## src/sv/mlst_pkg.sv

```systemverilog
package mlst_pkg;

  localparam int NUM_PORTS        = 8;
  localparam int ENTRIES_PER_PORT = 8;
  localparam int TIME_BITS        = 32;
  localparam int PORT_W           = 3;
  localparam int SLOT_W           = 3;
  localparam int MAC_W            = 48;
  localparam int LEN_W            = 13;
  localparam int KIND_W           = 3;
  localparam int CFG_W            = 16;
  localparam int MIN_FRAME_BYTES  = 14;
  localparam int DEFAULT_EXPIRE   = 60 * 60;
  localparam int QUEUE_DEPTH      = 2;

  localparam logic [MAC_W-1:0]     BCAST_MAC = '1;
  localparam logic [TIME_BITS-1:0] TIME_MAX  = '1;

  localparam logic [KIND_W-1:0] KIND_TICK   = 3'd0;
  localparam logic [KIND_W-1:0] KIND_PORT   = 3'd1;
  localparam logic [KIND_W-1:0] KIND_HOST   = 3'd2;
  localparam logic [KIND_W-1:0] KIND_ATTACH = 3'd3;
  localparam logic [KIND_W-1:0] KIND_DETACH = 3'd4;

  typedef enum logic [2:0] {
    ST_OK     = 3'd0,
    ST_RUNT   = 3'd1,
    ST_FULL   = 3'd2,
    ST_NODEST = 3'd3,
    ST_ABSENT = 3'd4
  } status_e;

  typedef enum logic [2:0] {
    OP_NOP,
    OP_TICK,
    OP_LEARN,
    OP_FLOOD,
    OP_ATTACH,
    OP_DETACH,
    OP_RUNT,
    OP_ABSENT
  } op_e;

  typedef enum logic [2:0] {
    S_IDLE,
    S_EXEC,
    S_LEARN,
    S_FLOOD,
    S_DONE
  } state_e;

  typedef struct packed {
    op_e               op;
    logic              runt;
    logic [PORT_W-1:0] port;
    logic [MAC_W-1:0]  mac;
  } cmd_t;

endpackage

```

## src/sv/mlst_front.sv

```systemverilog
module mlst_front (
  input  logic                          clk_i,
  input  logic                          rst_ni,
  input  logic                          in_valid_i,
  output logic                          in_ready_o,
  input  logic [mlst_pkg::KIND_W-1:0]   kind_i,
  input  logic [mlst_pkg::PORT_W-1:0]   port_index_i,
  input  logic [mlst_pkg::MAC_W-1:0]    src_mac_i,
  input  logic [mlst_pkg::MAC_W-1:0]    dest_mac_i,
  input  logic [mlst_pkg::LEN_W-1:0]    frame_length_i,
  output logic                          cmd_valid_o,
  output mlst_pkg::cmd_t                cmd_o,
  input  logic                          cmd_pop_i
);
  import mlst_pkg::*;

  cmd_t       dec;
  logic       runt;
  logic       bad_port;
  logic       push;
  cmd_t       queue_q [QUEUE_DEPTH];
  logic       wr_ptr_q, rd_ptr_q;
  logic [1:0] count_q;

  // classify the request
  always_comb begin
    runt     = frame_length_i < LEN_W'(MIN_FRAME_BYTES);
    bad_port = 32'(port_index_i) >= NUM_PORTS;
    dec.port = port_index_i;
    dec.mac  = src_mac_i;
    dec.runt = runt;
    dec.op   = OP_NOP;
    case (kind_i)
      KIND_TICK:   dec.op = OP_TICK;
      KIND_PORT:   dec.op = bad_port ? OP_ABSENT : OP_LEARN;
      KIND_HOST: begin
        dec.mac = dest_mac_i;
        dec.op  = runt ? OP_RUNT : OP_FLOOD;
      end
      KIND_ATTACH: dec.op = bad_port ? OP_ABSENT : OP_ATTACH;
      KIND_DETACH: dec.op = bad_port ? OP_ABSENT : OP_DETACH;
      default:     dec.op = OP_NOP;
    endcase
  end

  assign in_ready_o  = count_q < 2'(QUEUE_DEPTH);
  assign push        = in_valid_i && in_ready_o;
  assign cmd_valid_o = count_q != 2'd0;
  assign cmd_o       = queue_q[rd_ptr_q];

  always_ff @(posedge clk_i) begin
    if (push) begin
      queue_q[wr_ptr_q] <= dec;
    end
  end

  always_ff @(posedge clk_i or negedge rst_ni) begin
    if (!rst_ni) begin
      wr_ptr_q <= 1'b0;
      rd_ptr_q <= 1'b0;
      count_q  <= 2'd0;
    end else begin
      if (push) wr_ptr_q <= ~wr_ptr_q;
      if (cmd_pop_i) rd_ptr_q <= ~rd_ptr_q;
      count_q <= count_q + 2'(push) - 2'(cmd_pop_i);
    end
  end

endmodule

```

## config.mk

```make
export PLATFORM = sky130hd
export DESIGN_NAME = mlst_front
export DESIGN_NICKNAME = d
export VERILOG_FILES = /design/src/sv/mlst_pkg.sv /design/src/sv/mlst_front.sv
export SDC_FILE = /design/constraint.sdc
export NUM_CORES = 1
export LEC_CHECK = 0
export BUFFER_PORTS_ARGS = -buffer_cell sky130_fd_sc_hd__clkbuf_2
export CAP_MARGIN = 20
export CORE_ASPECT_RATIO = 1.2
export CORE_MARGIN = 2
export CORE_UTILIZATION = 45
export CTS_CLUSTER_SIZE = 30
export DETAILED_ROUTE_END_ITERATION = 12
export PLACE_DENSITY = 0.77
export SLEW_MARGIN = 20
export SYNTH_ARGS = -nofsm -noshare
export SYNTH_HDL_FRONTEND = slang
export SYNTH_SLANG_ARGS = --single-unit
export TNS_END_PERCENT = 5
```

## constraint.sdc

```tcl
create_clock -name clk_i -period 3.7 [get_ports clk_i]
set_input_delay 0.555 -clock clk_i [delete_from_list [all_inputs] [get_ports clk_i]]
set_output_delay 0.555 -clock clk_i [all_outputs]
set_load 0.005 [all_outputs]
```

==> results.py, run 1 <==
metrics = {
    "floorplan": {
        "ios": 176,
        "die_w_um": 98.4,
        "coreArea_um2": 10500,
        "die-area_um2": 11500,
        "rows": 41,
        "initial_utilization_pct": 46.0,
        "die_h_um": 117,
    },
    "hold_path": {
        "hp-class": "in2reg",
        "hold_end": "queue_q[1][48]$_DFFE_PP_",
        "worstHoldPathCells": 1,
        "hold_start": "port_index_i[0]",
    },
    "sta": {
        "tns_ps": 0,
        "fin_skew_ps": 4.29,
        "finalWorstPathRequiredPeriod_ps": 2520,
        "max-slew-margin-rel_pct": 43.1,
        "final_hold_viol_count": 0,
        "grt_setup_unrepaired": "no",
        "fmax_mhz": 397,
        "setup_viol": 0,
        "worst_slew_pin_slew_ps": 852,
        "slew_viol_final": 0,
        "fin_ws_ps": 1180,
        "fin_crit_sh_pct": 68.1,
    },
    "placement": {
        "placed_cells": 552,
        "gp_congestion": 0.728,
        "io_buffer_count": 174,
        "dp_slack_ps": 1340,
        "place_hpwl_mm": 6.28,
    },
    "finish": {
        "n_antenna_cell": 0,
        "drive_above_1_share_pct": 65.9,
        "area_growth_pct": 33.3,
        "n_fill_cell": 814,
        "layout.nets": 564,
        "finalNonFillerCells": 583,
    },
    "setup_path": {
        "reg2reg_depth": 3,
        "reg2reg_to": "queue_q[0][52]$_DFFE_PP_",
        "cp_slowest_stage_delay_ps": 790,
        "cp_cell_sequence": "buf_12, mux2_2, clkbuf_2",
        "cp_num_buf_inv": 2,
        "path_delay_family": "flip-flops",
        "startpoint_type": "register",
        "crit_type": "reg2out",
        "worstReg2RegStart": "count_q[1]$_DFF_PN0_",
        "arrival_ps": 1970,
        "crit_required_ps": 3140,
        "worstSetupPathDepth": 3,
        "critPathMaxFanout": 29,
        "end_kind": "output pin",
        "critPathSlowestCell": "dfrtp_2",
        "reg2reg_slack_ps": 1620,
    },
    "cts": {
        "cts_tree": "done",
        "htree_levels": 4,
        "holdBufCountCts": 1,
        "postCtsSetupBuffers": 0,
        "clockBufferDepth": 2,
        "clkSinkCount": 114,
        "cts_resized": 0,
        "clkLatencyLatePin_ps": 390,
        "cts_inserted_buffers": 17,
        "root_buffer": "clkbuf_16",
        "path_clk_slew_ps": 50,
    },
    "global_routing": {
        "grt_use_total_pct": 15.8,
        "grt_max_degree": 30,
        "grt_antenna_before_repair": 0,
        "grt.overflow.total": 0,
        "grt_pass1_vias": 3058,
        "grt_first_pass_wirelength_mm": 14.2,
    },
    "logic_synthesis": {
        "yosysWarningCount": 0,
        "syn_nets": 376,
        "synth_cell_type_count": 23,
        "synth-seq-area-share_pct": 70.7,
        "syn_area_um2": 4810,
        "syn_inst": 255,
        "ys_ff_latch": 114,
        "avgSynthCellArea_um2": 18.9,
    },
    "routing": {
        "wirelength_mm": 9.11,
        "route.detailed.drc": 0,
        "first_pass_iters": 4,
        "wl_per_cell_um": 15.6,
        "antenna_left": 0,
        "dr_total_vias": 2879,
        "drt_iter0_markers": 79,
        "routed_via_density": 4.94,
    },
    "flow_run": {
        "max-cap-violations": 0,
    },
    "power_and_ir_drop": {
        "peakVddDrop_mv": 0.408,
        "leakagePower_nw": 2.57,
        "p_per_area_nw_per_um2": 679,
    },
    "run_status": {
        "outcome": "finished clean",
    },
}
==> cell families (layout without fill, tap and decap cells) <==
group                    Yosys count  after routing  share of synthesized area, %
adder cells (fa/ha/maj)            2              2                         0.520
XOR/XNOR                           5              5                         0.910
AND/OR/NAND/NOR                   13             13                          1.61
flip-flops                       114            114                          70.7
buffers and inverters             15            214                          1.64
AO/OA/AOI/OAI                      3              3                         0.468
multiplexers                     103            103                          24.1
==> synthesized netlist by cell type <==
cell        n  share of area [%]
inv_1       4               0.31
xor2_1      2               0.36
a21o_1      1               0.16
and2_1      1               0.13
mux2_1      9                2.1
and4_1      1               0.18
buf_6       1               0.23
nor3_1      1               0.10
buf_2       9               0.94
nor2b_1     3               0.39
nand3_1     1               0.10
nor4_1      1               0.13
dfrtp_1     4                2.1
mux2_2     94                 22
ha_1        2               0.52
o22ai_1     1               0.13
nand2_1     1              0.078
nor2_1      3               0.23
xnor2_1     3               0.55
nor3b_2     1               0.26
edfxtp_1  110                 69
a22o_1      1               0.18
buf_4       1               0.16
==> power by group <==
group          internal [mW]  switching [mW]
combinational          0.583           0.482
clock                  0.964           0.496
sequential              1.71           0.119
total                   3.26            1.10
==> state kept, by name, summed over array words and instances, names as in the netlist <==
register,flops
rd_ptr_q,1
count_q,2
wr_ptr_q,1
queue_q,110
==> worst register-to-register path, cell delays in order (launching register included) <==
cell and delay (ps):
dfrtp_1 400, nor2b_1 280, nor2b_4 770, buf_12 310
==> routing by layer <==
| layer | track usage [%] | vias up | wire (µm) |
|---|---|---|---|
| li1 | - | 1368 | - |
| met1 | 16.9 | 1396 | 3490 |
| met2 | 29.8 | 102 | 5020 |
| met3 | 3.86 | 13 | 463 |
| met4 | 6.76 | 0 | 140 |
| met5 | 0 | - | 0 |
==> worst max-delay path by stage <==
stage | startpoint | to
6_report | rd_ptr_q$_DFFE_PN0P_ | cmd_o[5]
5_1_grt | rd_ptr_q$_DFFE_PN0P_ | cmd_o[6]
4_1_cts | rd_ptr_q$_DFFE_PN0P_ | cmd_o[5]
3_5_place_dp | in_valid_i | queue_q[0][52]$_DFFE_PP_
3_3_place_gp | in_valid_i | queue_q[0][51]$_DFFE_PP_
2_1_floorplan | in_valid_i | queue_q[0][0]$_DFFE_PP_
==> final cells by class <==
type / instances / area [µm²] / area share, %
Inverter: 4 / 15.0 / 0.234
Multi-Input combinational cell: 126 / 1340 / 21.0
Sequential cell: 114 / 3400 / 53.1
Timing Repair Buffer: 180 / 956 / 14.9
Tap cell: 129 / 161 / 2.52
Clock inverter: 10 / 93.8 / 1.46
Clock buffer: 20 / 437 / 6.81
==> cell usage in the layout, fill, tap and decap left out, types with 3 or more instances in the layout <==
master / n
xnor2_1: 3
dfrtp_1: 3
mux2_1: 9
clkinv_1: 5
edfxtp_1: 110
mux2_2: 94
clkbuf_2: 174
clkbuf_16: 17
nor2_1: 3
clkbuf_1: 3
clkinv_2: 3
inv_1: 4
buf_12: 3
==> metrics by stage <==
step	cell area (µm²)	hold WS (ps)	total power [mW]	util [%]
6_report	6410	356	4.35	61.3
5_1_grt	6410	345	4.57	61.3
4_1_cts	6410	342	4.42	61.3
3_5_place_dp	5870	368	2.94	56.1
3_3_place_gp	5870	366	2.91	56.1
2_1_floorplan	4810	259	2.44	-
No activity file was read; power rests on OpenSTA's default activity.
==> inputs of run 2 (changes only) <==
--- a/config.mk
+++ b/config.mk
@@ -9,10 +9,10 @@
 export CAP_MARGIN = 20
 export CORE_ASPECT_RATIO = 1.2
 export CORE_MARGIN = 2
-export CORE_UTILIZATION = 45
+export CORE_UTILIZATION = 49
 export CTS_CLUSTER_SIZE = 30
 export DETAILED_ROUTE_END_ITERATION = 12
-export PLACE_DENSITY = 0.77
+export PLACE_DENSITY = 0.79
 export SLEW_MARGIN = 20
 export SYNTH_ARGS = -nofsm -noshare
 export SYNTH_HDL_FRONTEND = slang
==> constraint.sdc (replaced) <==
create_clock -name clk_i -period 2.4 [get_ports clk_i]
set_input_delay 0.36 -clock clk_i [delete_from_list [all_inputs] [get_ports clk_i]]
set_output_delay 0.36 -clock clk_i [all_outputs]
set_load 0.005 [all_outputs]
==> run 2 against run 1 <==
  * Flip-flop and latch count unchanged
  * Critical path depth stayed put
  * Clock power is 54% higher
  * Cell area shrank 0.21%
  * Die area shrank 7.9%
  * Register-to-register slack worse by 910 ps
  * Via count rose by 0.69%
  * Sequential share of layout area rose by 0.11 points
  * Largest power group unchanged
  * Clock-buffer cell count grew 2
==> results.py, run 2 (synthesis results as in run 1) <==
metrics = {
    "finish": {
        "largest_reg_flops": 110,
        "reg_top3": "queue_q x110, count_q x2",
        "fin_util_pct": 67.2,
        "n_antenna_cell": 0,
        "final_cell_mix": "clkbuf_2, edfxtp_1, mux2_2, clkbuf_16, mux2_1",
        "n_fill_cell": 665,
        "layout.cells.most_common": "clkbuf_2",
        "drive_above_1_share_pct": 65.9,
        "final_cell_area_um2": 6400,
        "layout.nets": 566,
        "top_register": "queue_q",
        "area_growth_pct": 33.0,
    },
    "placement": {
        "gp_congestion": 0.726,
        "place_hpwl_mm": 6.21,
        "io_buffer_count": 174,
        "dpl_cell_area_um2": 5850,
    },
    "global_routing": {
        "grt_use_total_pct": 17.3,
        "grt.overflow.total": 0,
        "grt_antenna_before_repair": 0,
        "grt_max_degree": 49,
        "grt_pass1_vias": 3094,
        "grt_first_pass_wirelength_mm": 13.7,
    },
    "setup_path": {
        "cp_cell_sequence": "buf_4, mux2_2, clkbuf_2",
        "path_delay_family": "buffers and inverters",
        "crit_required_ps": 2040,
        "startpoint_type": "register",
        "end_kind": "output pin",
        "crit_type": "reg2out",
        "critPathSlowestCell": "buf_4",
        "critPathMaxFanout": 34,
        "arrival_ps": 1660,
        "cp_slowest_stage_delay_ps": 400,
        "cp_num_buf_inv": 2,
    },
    "power_and_ir_drop": {
        "peakVddDrop_mv": 0.580,
        "leakagePower_nw": 2.58,
        "total_power_mw": 6.69,
        "p_per_area_nw_per_um2": 1050,
    },
    "sta": {
        "whs_ps": 159,
        "grt_setup_unrepaired": "no",
        "worst_slew_pin_slew_ps": 449,
        "setup_viol": 0,
        "fin_skew_ps": 6.43,
        "tns_ps": 0,
        "finalWorstPathRequiredPeriod_ps": 2020,
        "fin_crit_sh_pct": 84.1,
        "max-slew-margin-rel_pct": 70.1,
        "final_hold_viol_count": 0,
        "fmax_mhz": 495,
        "slew_viol_final": 0,
    },
    "hold_path": {
        "hp-class": "in2reg",
    },
    "floorplan": {
        "ios": 176,
        "rows": 39,
        "die-area_um2": 10600,
        "die_w_um": 94.5,
        "initial_utilization_pct": 50.6,
        "die_h_um": 113,
        "coreArea_um2": 9520,
    },
    "routing": {
        "first_pass_iters": 4,
        "drt_iter0_markers": 139,
        "wirelength_mm": 8.94,
        "routed_via_density": 5.00,
        "dr_total_vias": 2899,
        "antenna_left": 0,
        "route.detailed.drc": 0,
        "wl_per_cell_um": 15.4,
    },
    "flow_run": {
        "max-cap-violations": 0,
    },
    "cts": {
        "clkLatencyLatePin_ps": 390,
        "root_buffer": "clkbuf_16",
        "postCtsSetupBuffers": 0,
        "clockBufferDepth": 2,
        "holdBufCountCts": 1,
        "clkSinkCount": 114,
        "cts_inserted_buffers": 17,
        "htree_levels": 4,
        "cts_tree": "done",
        "path_clk_slew_ps": 50,
        "cts_resized": 0,
    },
    "run_status": {
        "outcome": "finished clean",
    },
}
run 2: changes by cell type in the layout (fill, tap and decap cells not counted):
cell / change
buf_4: +4
clkbuf_1: +2
clkinv_1: -1
buf_12: -2
run 2: stage by stage:
step	cells	worst slack, ps
5_1_grt	580	296
3_3_place_gp	548	700
6_report	580	381
2_1_floorplan	255	6.86
3_5_place_dp	548	656
4_1_cts	580	343
run 2: layer usage:
metal,GRT usage [%],vias up,wire (µm)
met5,0,-,0
met1,17.4,1388,3340
li1,-,1375,-
met2,30.9,123,4810
met3,5.37,13,596
met4,9.86,0,197
run 2: report_power, final:
group          internal [mW]  total (mW)  switching, mW
Sequential              2.64        2.73         0.0930
Combinational          0.877        1.70          0.828
Clock                   1.50        2.25          0.755
Total                   5.01        6.69           1.68
run 2: worst paths after layout:
check                                      from                       end  slack (ps)  cells after the start
min in group asynchronous                rst_ni      rd_ptr_q$_DFFE_PN0P_         330                      2
max reg2reg                count_q[1]$_DFF_PN0_  queue_q[0][24]$_DFFE_PP_         710                      3
min                             port_index_i[1]  queue_q[0][49]$_DFFE_PP_         160                      1
max in group asynchronous                rst_ni      rd_ptr_q$_DFFE_PN0P_        1930                      2
max                        rd_ptr_q$_DFFE_PN0P_                 cmd_o[24]         380                      3
min reg2reg                wr_ptr_q$_DFFE_PN0P_      wr_ptr_q$_DFFE_PN0P_         540                      1
run 2: final cells by class:
class / count / area (µm²) / area share, %
clock buffers: 22 / 444 / 6.94
clock inverters: 9 / 90.1 / 1.41
repair buffers: 182 / 946 / 14.8
multi-input cells: 126 / 1340 / 21.0
flip-flops and latches: 114 / 3400 / 53.2
well taps: 123 / 154 / 2.41
inverters: 4 / 15.0 / 0.235
